<file path="config.mk">
export PLATFORM = sky130hd
export DESIGN_NAME = spectral_peak_tone_selector_flat
export DESIGN_NICKNAME = d
export VERILOG_FILES = /design/src/rtl/spts_pkg.sv /design/src/rtl/spts_if.sv /design/src/rtl/spts_front.sv /design/src/rtl/spts_queue.sv /design/src/rtl/spts_back.sv /design/src/rtl/spectral_peak_tone_selector.sv /design/src/flat_wrapper.sv
export SDC_FILE = /design/constraint.sdc
export NUM_CORES = 1
export LEC_CHECK = 0
export BUFFER_PORTS_ARGS = -buffer_cell sky130_fd_sc_hd__buf_2
export CAP_MARGIN = 20
export CORE_UTILIZATION = 50
export CTS_BUF_LIST = sky130_fd_sc_hd__clkbuf_8
export CTS_CLUSTER_SIZE = 20
export DETAILED_ROUTE_END_ITERATION = 7
export PLACE_DENSITY = 0.69
export SLEW_MARGIN = 25
export SYNTH_ARGS = -nofsm -noshare
export SYNTH_HDL_FRONTEND = slang
export SYNTH_SLANG_ARGS = --single-unit
export TNS_END_PERCENT = 1
</file>
<file path="constraint.sdc">
create_clock -name clk -period 6.05 [get_ports clk]
set_clock_uncertainty 0.1 [all_clocks]
set_input_delay 0.3025 -clock clk [delete_from_list [all_inputs] [get_ports clk]]
set_output_delay 0.3025 -clock clk [all_outputs]
set_load 0.05 [all_outputs]
</file>
<file path="src/rtl/spts_pkg.sv">
`default_nettype none

package spts_pkg;

  localparam int BIN_W      = 10;
  localparam int MAG_W      = 32;
  localparam int HW_W       = 4;
  localparam int STREAK_W   = 7;
  localparam int DEST_W     = 2;
  localparam int CFG_IDX_W  = 3;
  localparam int CFG_DATA_W = 32;

  localparam int DEF_BIN_COUNT = 1024;
  localparam int QUEUE_DEPTH   = 4;

  localparam logic [CFG_IDX_W-1:0] CFG_MIN_BIN        = 3'd0;
  localparam logic [CFG_IDX_W-1:0] CFG_MAX_BIN        = 3'd1;
  localparam logic [CFG_IDX_W-1:0] CFG_PEAK_THRESHOLD = 3'd2;
  localparam logic [CFG_IDX_W-1:0] CFG_GREEN_CENTER   = 3'd3;
  localparam logic [CFG_IDX_W-1:0] CFG_RED_CENTER     = 3'd4;
  localparam logic [CFG_IDX_W-1:0] CFG_BLUE_CENTER    = 3'd5;
  localparam logic [CFG_IDX_W-1:0] CFG_BAND_HALFWIDTH = 3'd6;
  localparam logic [CFG_IDX_W-1:0] CFG_CONFIRM_COUNT  = 3'd7;

  localparam logic [BIN_W-1:0]    RST_MIN_BIN        = 10'd10;
  localparam logic [BIN_W-1:0]    RST_MAX_BIN        = 10'd30;
  localparam logic [MAG_W-1:0]    RST_PEAK_THRESHOLD = 32'd10000;
  localparam logic [BIN_W-1:0]    RST_GREEN_CENTER   = 10'd19;
  localparam logic [BIN_W-1:0]    RST_RED_CENTER     = 10'd26;
  localparam logic [BIN_W-1:0]    RST_BLUE_CENTER    = 10'd23;
  localparam logic [HW_W-1:0]     RST_BAND_HALFWIDTH = 4'd1;
  localparam logic [STREAK_W-1:0] RST_CONFIRM_COUNT  = 7'd9;

  localparam logic [DEST_W-1:0] BAND_NONE  = 2'd0;
  localparam logic [DEST_W-1:0] BAND_GREEN = 2'd1;
  localparam logic [DEST_W-1:0] BAND_RED   = 2'd2;
  localparam logic [DEST_W-1:0] BAND_BLUE  = 2'd3;

  localparam logic [STREAK_W-1:0] STREAK_MAX = 7'd127;

  typedef struct packed {
    logic [BIN_W-1:0]    min_bin;
    logic [BIN_W-1:0]    max_bin;
    logic [MAG_W-1:0]    peak_threshold;
    logic [BIN_W-1:0]    green_center;
    logic [BIN_W-1:0]    red_center;
    logic [BIN_W-1:0]    blue_center;
    logic [HW_W-1:0]     band_halfwidth;
    logic [STREAK_W-1:0] confirm_count;
  } cfg_t;

  // summary of one finished frame
  typedef struct packed {
    logic             peak_seen;
    logic [BIN_W-1:0] peak_index;
  } frame_t;

  function automatic logic in_band(input logic [BIN_W-1:0] bin,
                                   input logic [BIN_W-1:0] centre,
                                   input logic [HW_W-1:0]  hw);
    logic [BIN_W:0] lo_sum;
    logic [BIN_W:0] hi_sum;
    lo_sum = {1'b0, bin} + {{(BIN_W+1-HW_W){1'b0}}, hw};
    hi_sum = {1'b0, centre} + {{(BIN_W+1-HW_W){1'b0}}, hw};
    return (lo_sum >= {1'b0, centre}) && ({1'b0, bin} <= hi_sum);
  endfunction

endpackage

`default_nettype wire

</file>
<file path="src/rtl/spts_if.sv">
`default_nettype none

interface spts_bin_if import spts_pkg::*; ();
  logic             valid;
  logic             ready;
  logic [MAG_W-1:0] magnitude;
  logic             last_bin;

  modport source (output valid, output magnitude, output last_bin, input ready);
  modport sink (input valid, input magnitude, input last_bin, output ready);
endinterface

interface spts_res_if import spts_pkg::*; ();
  logic                valid;
  logic                ready;
  logic [DEST_W-1:0]   destination;
  logic                peak_valid;
  logic [BIN_W-1:0]    peak_bin;
  logic [STREAK_W-1:0] streak;

  modport source (output valid, output destination, output peak_valid,
                  output peak_bin, output streak, input ready);
  modport sink (input valid, input destination, input peak_valid,
                input peak_bin, input streak, output ready);
endinterface

`default_nettype wire

</file>
<file path="src/rtl/spts_front.sv">
`default_nettype none

module spts_front import spts_pkg::*; #(
  parameter int BIN_COUNT = DEF_BIN_COUNT
) (
  input  wire logic    clk,
  input  wire logic    rst,
  input  wire cfg_t    cfg,
  spts_bin_if.sink     bin_in,
  input  wire logic    q_full,
  output logic         push,
  output frame_t       push_frame
);

  localparam int CNT_W = $clog2(BIN_COUNT);
  localparam int CMP_W = (CNT_W > BIN_W) ? CNT_W : BIN_W;

  logic [CNT_W-1:0] bin_count;
  logic [MAG_W-1:0] running_max;
  logic [BIN_W-1:0] running_index;
  logic             peak_seen;

  logic [CMP_W-1:0] bin_ext;
  logic             in_range;
  logic [MAG_W-1:0] best;
  logic             hit;
  logic [BIN_W-1:0] cur_index;
  logic             accept;

  assign bin_in.ready = !q_full;
  assign accept       = bin_in.valid && bin_in.ready;

  assign bin_ext   = CMP_W'(bin_count);
  assign in_range  = (bin_ext >= CMP_W'(cfg.min_bin)) && (bin_ext <= CMP_W'(cfg.max_bin));
  assign best      = peak_seen ? running_max : cfg.peak_threshold;
  assign hit       = in_range && (bin_in.magnitude > best);
  assign cur_index = bin_ext[BIN_W-1:0];

  assign push                  = accept && bin_in.last_bin;
  assign push_frame.peak_seen  = peak_seen || hit;
  assign push_frame.peak_index = hit ? cur_index : running_index;

  always_ff @(posedge clk) begin
    if (rst) begin
      bin_count     <= '0;
      running_index <= '0;
      peak_seen     <= 1'b0;
    end else if (accept) begin
      if (bin_in.last_bin) begin
        bin_count     <= '0;
        running_index <= '0;
        peak_seen     <= 1'b0;
      end else begin
        if (hit) begin
          running_index <= cur_index;
          peak_seen     <= 1'b1;
        end
        if (bin_count == CNT_W'(BIN_COUNT - 1)) begin
          bin_count <= '0;
        end else begin
          bin_count <= bin_count + 1'b1;
        end
      end
    end
  end

  always_ff @(posedge clk) begin
    if (accept && hit) begin
      running_max <= bin_in.magnitude;
    end
  end

endmodule

`default_nettype wire

</file>
<file path="src/rtl/spts_queue.sv">
`default_nettype none

module spts_queue import spts_pkg::*; (
  input  wire logic   clk,
  input  wire logic   rst,
  input  wire logic   push,
  input  wire frame_t push_frame,
  input  wire logic   pop,
  output logic        full,
  output logic        not_empty,
  output frame_t      head,
  output logic [$clog2(QUEUE_DEPTH):0] count
);

  localparam int PTR_W = $clog2(QUEUE_DEPTH);

  frame_t           entries [QUEUE_DEPTH];
  logic [PTR_W-1:0] wr_ptr;
  logic [PTR_W-1:0] rd_ptr;

  assign full      = (count == (PTR_W+1)'(QUEUE_DEPTH));
  assign not_empty = (count != '0);
  assign head      = entries[rd_ptr];

  always_ff @(posedge clk) begin
    if (rst) begin
      wr_ptr <= '0;
      rd_ptr <= '0;
      count  <= '0;
    end else begin
      if (push) begin
        wr_ptr <= wr_ptr + 1'b1;
      end
      if (pop) begin
        rd_ptr <= rd_ptr + 1'b1;
      end
      if (push && !pop) begin
        count <= count + 1'b1;
      end else if (pop && !push) begin
        count <= count - 1'b1;
      end
    end
  end

  always_ff @(posedge clk) begin
    if (push) begin
      entries[wr_ptr] <= push_frame;
    end
  end

endmodule

`default_nettype wire

</file>
<file path="src/rtl/spts_back.sv">
`default_nettype none

module spts_back import spts_pkg::*; (
  input  wire logic   clk,
  input  wire logic   rst,
  input  wire cfg_t   cfg,
  input  wire logic   q_not_empty,
  input  wire frame_t head,
  output logic        pop,
  spts_res_if.source  res_out
);

  logic [DEST_W-1:0]   tracked_band;
  logic [STREAK_W-1:0] streak_count;
  logic [DEST_W-1:0]   chosen_dest;

  logic [DEST_W-1:0]   band;
  logic [DEST_W-1:0]   tracked_band_next;
  logic [STREAK_W-1:0] streak_count_next;
  logic [DEST_W-1:0]   chosen_dest_next;

  assign pop = q_not_empty && (!res_out.valid || res_out.ready);

  always_comb begin
    band = BAND_NONE;
    if (head.peak_seen) begin
      if (in_band(head.peak_index, cfg.green_center, cfg.band_halfwidth)) begin
        band = BAND_GREEN;
      end else if (in_band(head.peak_index, cfg.red_center, cfg.band_halfwidth)) begin
        band = BAND_RED;
      end else if (in_band(head.peak_index, cfg.blue_center, cfg.band_halfwidth)) begin
        band = BAND_BLUE;
      end
    end
  end

  always_comb begin
    tracked_band_next = tracked_band;
    streak_count_next = streak_count;
    chosen_dest_next  = chosen_dest;
    if (band == BAND_NONE) begin
      streak_count_next = '0;
      chosen_dest_next  = BAND_NONE;
    end else if (tracked_band == band && streak_count > cfg.confirm_count) begin
      chosen_dest_next = band;
    end else if (tracked_band != band) begin
      tracked_band_next = band;
      streak_count_next = STREAK_W'(1);
    end else if (streak_count < STREAK_MAX) begin
      streak_count_next = streak_count + 1'b1;
    end
  end

  always_ff @(posedge clk) begin
    if (rst) begin
      tracked_band  <= BAND_NONE;
      streak_count  <= '0;
      chosen_dest   <= BAND_NONE;
      res_out.valid <= 1'b0;
    end else begin
      if (pop) begin
        tracked_band  <= tracked_band_next;
        streak_count  <= streak_count_next;
        chosen_dest   <= chosen_dest_next;
        res_out.valid <= 1'b1;
      end else if (res_out.ready) begin
        res_out.valid <= 1'b0;
      end
    end
  end

  always_ff @(posedge clk) begin
    if (pop) begin
      res_out.destination <= chosen_dest_next;
      res_out.peak_valid  <= head.peak_seen;
      res_out.peak_bin    <= head.peak_seen ? head.peak_index : '0;
      res_out.streak      <= streak_count_next;
    end
  end

endmodule

`default_nettype wire

</file>
<file path="src/rtl/spectral_peak_tone_selector.sv">
`default_nettype none

// channel   direction  payload                                    transfer
// bin_in    in         magnitude[31:0], last_bin                  valid && ready
// res_out   out        destination[1:0], peak_valid,              valid && ready
//                      peak_bin[9:0], streak[6:0]
// cfg       in         cfg_index[2:0], cfg_data[31:0]             cfg_we
//
// one bin per cycle unless the queue is full; argmax compare is combinational
// a frame summary enters a 4-entry queue on the last bin; the band
// classifier pops it and registers the result once res_out can take it
// bin_in stalls only when the queue is full; res_out stalls only hold the
// output register and the queue, bins keep flowing meanwhile
// rst is synchronous and restores the register defaults and clears state

module spectral_peak_tone_selector import spts_pkg::*; #(
  parameter int BIN_COUNT = DEF_BIN_COUNT
) (
  input  wire logic                  clk,
  input  wire logic                  rst,
  spts_bin_if.sink                   bin_in,
  spts_res_if.source                 res_out,
  input  wire logic                  cfg_we,
  input  wire logic [CFG_IDX_W-1:0]  cfg_index,
  input  wire logic [CFG_DATA_W-1:0] cfg_data
);

  cfg_t   cfg;
  logic   push;
  frame_t push_frame;
  logic   pop;
  logic   q_full;
  logic   q_not_empty;
  frame_t head;
  logic [$clog2(QUEUE_DEPTH):0] q_count;

  always_ff @(posedge clk) begin
    if (rst) begin
      cfg.min_bin        <= RST_MIN_BIN;
      cfg.max_bin        <= RST_MAX_BIN;
      cfg.peak_threshold <= RST_PEAK_THRESHOLD;
      cfg.green_center   <= RST_GREEN_CENTER;
      cfg.red_center     <= RST_RED_CENTER;
      cfg.blue_center    <= RST_BLUE_CENTER;
      cfg.band_halfwidth <= RST_BAND_HALFWIDTH;
      cfg.confirm_count  <= RST_CONFIRM_COUNT;
    end else if (cfg_we) begin
      case (cfg_index)
        CFG_MIN_BIN:        cfg.min_bin        <= cfg_data[BIN_W-1:0];
        CFG_MAX_BIN:        cfg.max_bin        <= cfg_data[BIN_W-1:0];
        CFG_PEAK_THRESHOLD: cfg.peak_threshold <= cfg_data[MAG_W-1:0];
        CFG_GREEN_CENTER:   cfg.green_center   <= cfg_data[BIN_W-1:0];
        CFG_RED_CENTER:     cfg.red_center     <= cfg_data[BIN_W-1:0];
        CFG_BLUE_CENTER:    cfg.blue_center    <= cfg_data[BIN_W-1:0];
        CFG_BAND_HALFWIDTH: cfg.band_halfwidth <= cfg_data[HW_W-1:0];
        CFG_CONFIRM_COUNT:  cfg.confirm_count  <= cfg_data[STREAK_W-1:0];
        default: begin
        end
      endcase
    end
  end

  spts_front #(
    .BIN_COUNT (BIN_COUNT)
  ) u_front (
    .clk        (clk),
    .rst        (rst),
    .cfg        (cfg),
    .bin_in     (bin_in),
    .q_full     (q_full),
    .push       (push),
    .push_frame (push_frame)
  );

  spts_queue u_queue (
    .clk        (clk),
    .rst        (rst),
    .push       (push),
    .push_frame (push_frame),
    .pop        (pop),
    .full       (q_full),
    .not_empty  (q_not_empty),
    .head       (head),
    .count      (q_count)
  );

  spts_back u_back (
    .clk         (clk),
    .rst         (rst),
    .cfg         (cfg),
    .q_not_empty (q_not_empty),
    .head        (head),
    .pop         (pop),
    .res_out     (res_out)
  );

  a_queue_bound: assert property (@(posedge clk) disable iff (rst)
    q_count <= ($clog2(QUEUE_DEPTH)+1)'(QUEUE_DEPTH))
    else $error("frame queue overflow");

  a_no_push_when_full: assert property (@(posedge clk) disable iff (rst)
    q_full && !pop |=> q_full || !$past(push))
    else $error("frame pushed into full queue");

  a_dest_needs_peak: assert property (@(posedge clk) disable iff (rst)
    res_out.valid && res_out.destination != BAND_NONE |-> res_out.peak_valid
      && res_out.streak != '0)
    else $error("destination set without a peak");

  a_no_peak_bin_zero: assert property (@(posedge clk) disable iff (rst)
    res_out.valid && !res_out.peak_valid |-> res_out.peak_bin == '0
      && res_out.streak == '0)
    else $error("empty frame carries peak data");

endmodule

`default_nettype wire
</file>
<file path="src/flat_wrapper.sv">
// flat-port wrapper written by rule: the top's interface ports become plain ports
module spectral_peak_tone_selector_flat import spts_pkg::*;
#(
  parameter int BIN_COUNT = DEF_BIN_COUNT
)
  (clk, rst, cfg_we, cfg_index, cfg_data, bin_in_valid, bin_in_magnitude, bin_in_last_bin, bin_in_ready, res_out_valid, res_out_destination, res_out_peak_valid, res_out_peak_bin, res_out_streak, res_out_ready);
  spts_bin_if bin_in_i ();
  spts_res_if res_out_i ();
  input  wire logic clk;
  input  wire logic rst;
  input  wire logic cfg_we;
  input  wire logic [CFG_IDX_W-1:0] cfg_index;
  input  wire logic [CFG_DATA_W-1:0] cfg_data;
  input wire logic [$bits(bin_in_i.valid)-1:0] bin_in_valid;
  input wire logic [$bits(bin_in_i.magnitude)-1:0] bin_in_magnitude;
  input wire logic [$bits(bin_in_i.last_bin)-1:0] bin_in_last_bin;
  output wire logic [$bits(bin_in_i.ready)-1:0] bin_in_ready;
  output wire logic [$bits(res_out_i.valid)-1:0] res_out_valid;
  output wire logic [$bits(res_out_i.destination)-1:0] res_out_destination;
  output wire logic [$bits(res_out_i.peak_valid)-1:0] res_out_peak_valid;
  output wire logic [$bits(res_out_i.peak_bin)-1:0] res_out_peak_bin;
  output wire logic [$bits(res_out_i.streak)-1:0] res_out_streak;
  input wire logic [$bits(res_out_i.ready)-1:0] res_out_ready;
  assign bin_in_i.valid = bin_in_valid;
  assign bin_in_i.magnitude = bin_in_magnitude;
  assign bin_in_i.last_bin = bin_in_last_bin;
  assign bin_in_ready = bin_in_i.ready;
  assign res_out_valid = res_out_i.valid;
  assign res_out_destination = res_out_i.destination;
  assign res_out_peak_valid = res_out_i.peak_valid;
  assign res_out_peak_bin = res_out_i.peak_bin;
  assign res_out_streak = res_out_i.streak;
  assign res_out_i.ready = res_out_ready;
  spectral_peak_tone_selector #(.BIN_COUNT(BIN_COUNT)) u_core (.clk(clk), .rst(rst), .bin_in(bin_in_i), .res_out(res_out_i), .cfg_we(cfg_we), .cfg_index(cfg_index), .cfg_data(cfg_data));
endmodule
</file>
==> results.yml, run 1 <==
yosys:
  synth_ff_type: "dfxtp_1"
  ys_async_sr_fraction_pct: 0
  netlist_instances: 1318
  seq_area_frac_synth_pct: 43.0
  synth_top_area_share_pct: 22.2
  synth_seq_cells: 231
  ys.warnings.count: 0
  synth_cell_types: 70
  syn_area_um2: 13000
  syn-num-nets: 1538
  synth-edff-count: 96
  synth.largest_area_cell: "edfxtp_1"
  avgSynthCellArea_um2: 9.85
  synth_area_leaders: "edfxtp_1 22%, dfxtp_1 21%, ha_1 14%, nand2_1 5.9%, a21oi_1 4.1%"
status:
  status: "completed"
sta:
  finalCritPeriodShare_pct: 90.1
  relSlewSlack_pct: 32.3
  clock.fmax_ghz: 0.183
  setup_viol: 0
  grt_setup_unrepaired: "no"
  period_minus_slack_ns: 5.45
  hold_viol: 0
  fin_setup_tns_ns: 0
  drv_slew: 0
  worstMarginPinSlew_ns: 1.02
routing:
  num_vias: 10224
  via_per_inst: 5.55
  first_pass_iters: 5
  ant_nets: 0
  drc: 0
  drt-initial-drc-count: 655
  wl_per_cell_um: 17.4
  wl_um: 32100
setup_path:
  crit_chain: "mux4_2, ha_1, a21o_1, a21oi_1, nor2b_1, o21ai_1, nor2_1, xnor2_1, ha_1, nand3_1, nor2_1, a211o_1, a211oi_1, a21oi_1, or4b_4, a21oi_4, and2_1, o21ai_1"
  r2r_slack_ns: 0.60
  worstReg2RegEnd: "u_core.u_back.res_out.destination[1]"
  critPathLaunchType: "register"
  rr_worst_depth: 18
  path_class: "reg2reg"
  crit_required_ns: 6.24
  crit_path_max_incr_delay_ns: 0.62
  worst-path-max-fanout: 20
  cp-end-kind: "register"
  worstPathArrival_ns: 5.65
  crit_path_top_delay_cell: "mux4_2"
clocking:
  clock-sinks: 231
  cts_made_buffers: 41
  clockBufferDepth: 3
  cts.htree.levels: 2
  post_cts_resize_count: 0
  worst_skew_pair.late_latency_ns: 0.55
  root_buffer: "clkbuf_8"
  cts_tree: "yes"
  clk_pin_slew_ns: 0.06
floorplan:
  die_h_um: 163
  fp.dieW_um: 163
  ios: 95
  rows: 58
  core_area_um2: 25300
  die-area_um2: 26600
  start_util_pct: 51.2
final_layout:
  nNetsFinal: 1697
  drive_gt1_share_pct: 12.6
  areaGrowthSynthToFinish_pct: 17.1
placed_design:
  dp.final_hpwl_um: 22200
  io_buffer_count: 94
  gp_congestion: 0.881
grt:
  antenna_found_initial: 4
  grt_pass1_wl_um: 52100
  grt-ovfl-total: 0
  track_usage_pct: 25.0
  grt_pass1_vias: 10102
  grt_max_degree: 77
hold_path:
  min-delay-start: "cfg_data[0]"
  min_path_cells: 3
  whs_endpoint: "u_core.cfg[73]"
  hold_class: "in2reg"
flow_run:
  maxCapViolCount: 0
power_and_ir_drop:
  power.leakage_nw: 5.97
  p_total_mw: 4.91
  vdd_drop_max_mv: 0.226
  powerDensity_nw_per_um2: 323
critical path, delay by kind of cell, from the launching register on:
| family | cells | cell delay (ns) |
|---|---|---|
| compound gates | 8 | 1.87 |
| xor+xnor | 1 | 0.32 |
| fa+ha+maj | 2 | 0.64 |
| flops | 1 | 0.46 |
| mux | 1 | 0.62 |
| simple gates | 6 | 1.18 |
kinds of logic after synthesis:
kind of cell | Yosys count | synth area share, %
adders and majority gates | 147 | 14.5
and+or+nand+nor | 426 | 15.7
muxes | 68 | 6.45
xor gates and xnor gates | 42 | 2.83
buffers and inverters | 137 | 4.10
DFF | 231 | 43.0
AOI/OAI and AO/OA | 267 | 13.4
placed cells by master, fill, tap and decap left out, types with 21 or more instances in the layout:
cell / instances
nand2_1: 203
ha_1: 142
dfxtp_1: 134
a21oi_1: 106
inv_1: 96
edfxtp_1: 96
buf_2: 93
dlygate4sd3_1: 61
nor2_1: 60
mux2i_1: 45
clkbuf_8: 45
a21o_1: 31
xnor2_1: 29
nand3_1: 28
nand4_1: 26
o21ai_0: 22
nor2b_1: 21
o211ai_1: 21
state kept, by name, indices dropped and copies added, names as in the netlist, 2 cells and up, named ones only:
name and cells:
u_core.u_front.running_max 32, u_core.u_back.tracked_band 2, u_core.u_front.bin_count 10, u_core.u_queue.rd_ptr 2, u_core.cfg 93, u_core.u_back.res_out.peak_bin 10
u_core.u_queue.count 3, u_core.u_back.res_out.destination 2, u_core.u_back.streak_count 7, u_core.u_back.res_out.streak 7, u_core.u_back.chosen_dest 2, u_core.u_front.running_index 10
u_core.u_queue.entries 44, u_core.u_queue.wr_ptr 2
through the flow:
stage / setup slack (ns) / area, um2 / hold WS [ns] / cells / utilization, %
after floorplan: 1.17 / 13000 / 0.301 / 1318 / -
after global placement: 0.725 / 13800 / 0.342 / 1703 / 54.3
after detailed placement: 0.631 / 13800 / 0.347 / 1703 / 54.3
after CTS: 0.588 / 15200 / 0.00983 / 1840 / 60.0
after global routing: 0.0532 / 15200 / 0.0130 / 1840 / 60.0
final: 0.596 / 15200 / 0.0383 / 1842 / 60.0
cells in the mapped netlist, drive strengths merged, types with 3 or more instances:
cell type	count
mux2i	45
nor2	60
a211oi	9
and2	19
xnor2	29
nand4	27
mux2	12
o211ai	21
or3b	10
o21a	10
edfxtp	96
nor3	14
nand2	203
o21ai	37
mux4	11
a31oi	18
a311oi	3
nand2b	11
o221a	5
nor2b	21
and3	5
buf	7
nor4	6
inv	83
fa	5
nand4b	10
a211o	3
a21o	31
nand3	28
clkbuf	46
ha	142
a21boi	3
dfxtp	135
a21oi	108
a2111oi	4
or3	3
xor2	13
layer usage:
metal	track usage, %	wire, um	part of all wire [%]	up-vias
met5	0	27	0.084	-
met4	8.62	913	2.8	4
met3	4.65	1560	4.9	67
met2	40.7	14600	46	233
met1	33.3	15000	47	4832
li1	-	-	-	5088
worst max-delay path by stage:
| stage | start | endpoint | cells after the start |
|---|---|---|---|
| floorplan | u_core.u_front.peak_seen | u_core.u_front.running_max[0] | 14 |
| global placement | register | u_core.u_back.res_out.destination[0] | 18 |
| detailed placement | register | u_core.u_back.res_out.destination[1] | 17 |
| CTS | register | u_core.u_back.res_out.destination[1] | 18 |
| global route | register | u_core.u_back.res_out.destination[0] | 18 |
| finish | register | u_core.u_back.res_out.destination[1] | 18 |
where the power goes:
part	total (mW)	switching [mW]	leakage, nW	internal (mW)
Clock	1.43	0.654	0.473	0.777
Sequential	1.84	0.0662	1.96	1.78
Combinational	1.63	1.06	3.53	0.574
final cells by class:
class | count | area [um2]
antenna | 2 | 5.00
inverter | 84 | 315
fill | 2143 | 10100
clock buffer | 45 | 619
sequential | 231 | 5590
clock inverter | 31 | 191
timing repair buffer | 169 | 1190
multi-input combinational | 950 | 6870
tap | 330 | 413
what timing repair did:
item                      CTS  global route
setup buffers               0             0
hold buffers               61             0
hold endpoints to repair   79             0
Note: power is estimated with default switching activity, not from simulation.
==> inputs of run 2 (changes only) <==
Settings changed: PLACE_DENSITY 0.69 to 0.68.
==> results.yml, run 2 (synthesis results as in run 1) <==
final_layout:
  layout_common_cells: "203 x nand2_1, 142 x ha_1, 134 x dfxtp_1"
  mostFrequentLayoutCell: "nand2_1"
  largestRegisters: "u_core.cfg x93, u_core.u_queue.entries x44, u_core.u_front.running_max x32"
  top_register: "u_core.cfg"
  largest_reg_flops: 93
  nNetsFinal: 1694
  drive_gt1_share_pct: 13.0
  final.fill_count: 2161
  regArea_um2: 5590
  multi_input_comb_area_um2: 6870
  areaGrowthSynthToFinish_pct: 17.1
sta:
  layout_setup_ws_ns: 0.574
  drv_slew: 0
  hold_viol: 0
  finalCritPeriodShare_pct: 90.5
  relSlewSlack_pct: 33.1
  grt_setup_unrepaired: "no"
  period_minus_slack_ns: 5.48
  fin_setup_tns_ns: 0
  worstMarginPinSlew_ns: 0.979
  clock.fmax_ghz: 0.183
  setup_viol: 0
setup_path:
  crit_path_max_incr_delay_ns: 0.64
  path_delay_family: "compound AO/OA/AOI/OAI gates"
  path_buf_inv: 0
  critPathLaunchType: "register"
  worst-path-max-fanout: 20
  cp-end-kind: "register"
  crit_required_ns: 6.23
  path_class: "reg2reg"
  crit_path_top_delay_cell: "mux4_2"
  crit_chain: "mux4_2, ha_1, a21o_1, a21oi_1, nor2b_1, o21ai_1, nor2_1, xnor2_1, ha_1, nand3_1, nor2_1, a211o_1, a211oi_1, a21oi_1, or4b_4, a21oi_4, and2_1, o21ai_1"
  worstPathArrival_ns: 5.66
placed_design:
  io_buffer_count: 94
  dp.final_hpwl_um: 22400
  gp_congestion: 0.939
  pre_cts_ws_ns: 0.561
clocking:
  post_cts_resize_count: 0
  clock-sinks: 231
  cts.htree.levels: 2
  clockBufferDepth: 3
  worst_skew_pair.late_latency_ns: 0.54
  cts_tree: "yes"
  clk_pin_slew_ns: 0.06
  cts_made_buffers: 41
  root_buffer: "clkbuf_8"
hold_path:
  hold_class: "in2reg"
grt:
  antenna_found_initial: 4
  grt_pass1_wl_um: 50900
  grt-ovfl-total: 0
  track_usage_pct: 24.5
  grt_max_degree: 77
  grt_pass1_vias: 9667
routing:
  num_vias: 10174
  first_pass_iters: 7
  drt-initial-drc-count: 750
  wl_met1_um: 15000
  detailroute.wirelength.met2_um: 14800
  top_layer: "met5"
  wl_met3_um: 1660
  via_per_inst: 5.54
  drc: 0
  wl_um: 32300
  wl_per_cell_um: 17.6
  ant_nets: 0
floorplan:
  ios: 95
  rows: 58
  fp.dieW_um: 163
  die-area_um2: 26600
  core_area_um2: 25300
  die_h_um: 163
  start_util_pct: 51.2
flow_run:
  maxCapViolCount: 0
power_and_ir_drop:
  power.leakage_nw: 5.95
  powerDensity_nw_per_um2: 324
  vdd_drop_max_mv: 0.233
status:
  status: "completed"
-- run 2: changes by cell type in the layout (fill, tap and decap cells not counted), moves of 2 or more --
cell	delta
clkbuf_8	+10
inv_1	-5
clkinv_1	-3
bufinv_16	-2
clkinvlp_4	+2
dlygate4sd3_1	-2
inv_6	-2
-- run 2: power breakdown --
part	switching, mW	total, mW	internal, mW
combinational	1.06	1.63	0.574
sequential	0.0691	1.85	1.78
clock	0.642	1.45	0.811
-- run 2: layer usage --
metal  track usage, %  up-vias
met1             33.6     4780
met5                0        -
met2             39.7      263
li1                 -     5055
met3             3.99       70
met4             7.43        6
-- run 2: tightest hold or removal path: stages --
cell and delay [ns]:
buf_2 0.19, nand2_1 0.08, a21oi_1 0.06
-- run 2: path summary, 6_finish.rpt --
kind | cells after the start | slack, ns | end | from
setup / recovery | 18 | 0.57 | u_core.u_back.res_out.destination[1] | register
hold / removal | 3 | 0.04 | u_core.cfg[44] | cfg_data[3]
setup reg to reg | 18 | 0.57 | u_core.u_back.res_out.destination[1] | register
hold reg to reg | 2 | 0.35 | u_core.cfg[43] | u_core.cfg[43]
-- run 2: timing repair --
item,in CTS,in global routing
hold buffers,59,0
endpoints found under the hold margin,66,0
setup buffers,0,0
-- run 2: per-stage QoR --
stage	power, mW	cells	hold slack [ns]	area [um2]	util, %
floorplan	3.05	1318	0.301	13000	-
global placement	3.45	1702	0.341	13800	54.3
detailed placement	3.47	1702	0.346	13800	54.3
CTS	4.97	1835	0.0106	15200	60.0
global route	5.20	1835	0.0297	15200	60.0
finish	4.93	1836	0.0445	15200	60.0
-- run 2: area by class of cell --
class / count / share of cell area, %
diodes: 1 / 0.0165
clock buffers: 55 / 4.98
clock inverters: 19 / 0.576
inverters: 84 / 2.07
multi-input cells: 950 / 45.2
flip-flops and latches: 231 / 36.8
well taps: 330 / 2.72
repair buffers: 166 / 7.64
==> inputs of run 3 (changes only) <==
Settings changed: SYNTH_HIERARCHICAL from default to 1.
==> results.yml, run 3 <==
status:
  status: "completed"
placed_design:
  pre_cts_ws_ns: 0.889
  placed_cells: 1679
  gp_congestion: 0.967
  io_buffer_count: 94
  dp.final_hpwl_um: 22700
final_layout:
  drive_gt1_share_pct: 14.2
  nNetsFinal: 1669
  mostFrequentLayoutCell: "ha_1"
  largest_reg_flops: 93
  top_register: "u_core/cfg"
  areaGrowthSynthToFinish_pct: 15.7
  layout_common_cells: "142 x ha_1, 134 x dfxtp_1, 127 x mux2i_1"
  diodes: 0
  final.fill_count: 2196
  largestRegisters: "u_core/cfg x93, u_core/u_queue/entries x44, u_core/u_front/running_max x32"
  stdcell_count: 1817
sta:
  grt_setup_unrepaired: "no"
  whs_ns: 0.0439
  period_minus_slack_ns: 5.21
  fin_setup_tns_ns: 0
  worstMarginPinSlew_ns: 1.06
  finalCritPeriodShare_pct: 86.0
  setup_viol: 0
  hold_viol: 0
  relSlewSlack_pct: 29.0
  layout_setup_ws_ns: 0.845
  clock.fmax_ghz: 0.192
  drv_slew: 0
grt:
  antenna_found_initial: 0
  grt_max_degree: 88
  grt-ovfl-total: 0
  grt_pass1_wl_um: 52400
  track_usage_pct: 23.6
  grt_pass1_vias: 10183
routing:
  wl_um: 32200
  first_pass_iters: 5
  drt-initial-drc-count: 590
  via_per_inst: 5.47
  drc: 0
  wl_per_cell_um: 17.7
  ant_nets: 0
  num_vias: 9937
clocking:
  cts_made_buffers: 41
  clk_pin_slew_ns: 0.06
  post_cts_resize_count: 0
  cts.htree.levels: 2
  root_buffer: "clkbuf_8"
  clockBufferDepth: 3
  worst_skew_pair.late_latency_ns: 0.56
  cts_tree: "yes"
  clock-sinks: 231
floorplan:
  ios: 95
  die-area_um2: 27800
  die_h_um: 167
  rows: 59
  core_area_um2: 26400
  start_util_pct: 51.5
  fp.dieW_um: 167
yosys:
  ys.warnings.count: 6
  synth_top_area_share_pct: 21.3
  avgSynthCellArea_um2: 10.5
  ys_async_sr_fraction_pct: 0
  seq_area_frac_synth_pct: 41.2
  synth.largest_area_cell: "edfxtp_1"
  synth_seq_cells: 231
  synth_cell_types: 85
  yosysMostFrequentCell: "ha_1"
  synth_ff_type: "dfxtp_1"
  synth_area_leaders: "edfxtp_1 21%, dfxtp_1 20%, ha_1 13%, mux2i_1 9.4%, nand2b_1 4.8%"
  synth-edff-count: 96
  syn_area_um2: 13600
  syn-num-nets: 1512
  synth_commonest_cells: "142 x ha_1, 135 x dfxtp_1, 127 x mux2i_1"
  netlist_instances: 1292
setup_path:
  worst-path-max-fanout: 12
  worstPathArrival_ns: 5.39
  path_class: "reg2reg"
  cp-end-kind: "register"
  crit_required_ns: 6.23
  critPathLaunchType: "register"
power_and_ir_drop:
  powerDensity_nw_per_um2: 317
  vdd_drop_max_mv: 0.176
  power.leakage_nw: 6.52
hold_path:
  hold_class: "in2reg"
flow_run:
  maxCapViolCount: 0
## run 3: kinds of logic (layout without fill, tap and decap cells)
logic type / after synthesis / count (layout) / share of synthesized area [%]
AOI/OAI and AO/OA: 204 / 204 / 9.80
xor gates and xnor gates: 44 / 44 / 2.84
adders and majority gates: 147 / 147 / 13.8
buffers and inverters: 136 / 326 / 4.38
and+or+nand+nor: 382 / 382 / 15.8
DFF: 231 / 231 / 41.2
muxes: 148 / 148 / 12.2
## run 3: final cells by class
class / instances / area [um2] / area share [%]
Clock buffer: 46 / 633 / 4.03
Clock inverter: 30 / 175 / 1.12
Inverter: 86 / 323 / 2.06
Multi-Input combinational cell: 925 / 7400 / 47.2
Sequential cell: 231 / 5590 / 35.6
Tap cell: 335 / 419 / 2.67
Timing Repair Buffer: 164 / 1150 / 7.35
## run 3: repair_timing
action                    in CTS  in global routing
hold buffers                  62                  0
setup buffers                  0                  0
hold endpoints to repair      76                  0
## run 3: layer usage
layer / up-vias / GRT usage [%] / part of all wire, %
met5: - / 0 / 0
met3: 57 / 3.59 / 3.7
met1: 4700 / 28.9 / 44
li1: 4977 / - / -
met4: 0 / 8.57 / 2.7
met2: 203 / 41.9 / 49
## run 3: per-stage QoR
stage	util (%)	area, um2	total power [mW]
CTS	59.5	15700	5.01
finish	59.5	15700	4.97
global route	59.5	15700	5.27
floorplan	-	13600	3.13
global placement	54.1	14300	3.50
detailed placement	54.1	14300	3.54
## run 3: final timing paths
kind	slack, ns	endpoint	cells after the start	start
max	0.84	u_core/u_back/res_out.streak[6]	16	register
min	0.04	u_core/u_back/streak_count[5]	2	rst
min reg2reg	0.37	u_core/cfg[41]	2	u_core/cfg[41]
max reg2reg	0.84	u_core/u_back/res_out.streak[6]	16	register
## run 3: critical path, stage by stage (launching register included)
cell      delay (ns)
dfxtp_1         0.43
buf_4           0.25
mux4_2          0.62
ha_1            0.37
o21a_1          0.12
o31a_1          0.20
nand2_1         0.09
xnor2_1         0.37
ha_1            0.34
a21oi_1         0.14
o21ai_0         0.10
o2111a_1        0.25
o32a_1          0.30
a211oi_2        0.73
xnor2_1         0.19
o31ai_1         0.24
a21oi_1         0.09
## run 3: power by group
group          switching, mW  leakage (nW)  internal (mW)  total (mW)
Combinational           1.10          4.07          0.597        1.70
Sequential            0.0742          2.00           1.78        1.86
Clock                  0.669         0.451          0.751        1.42
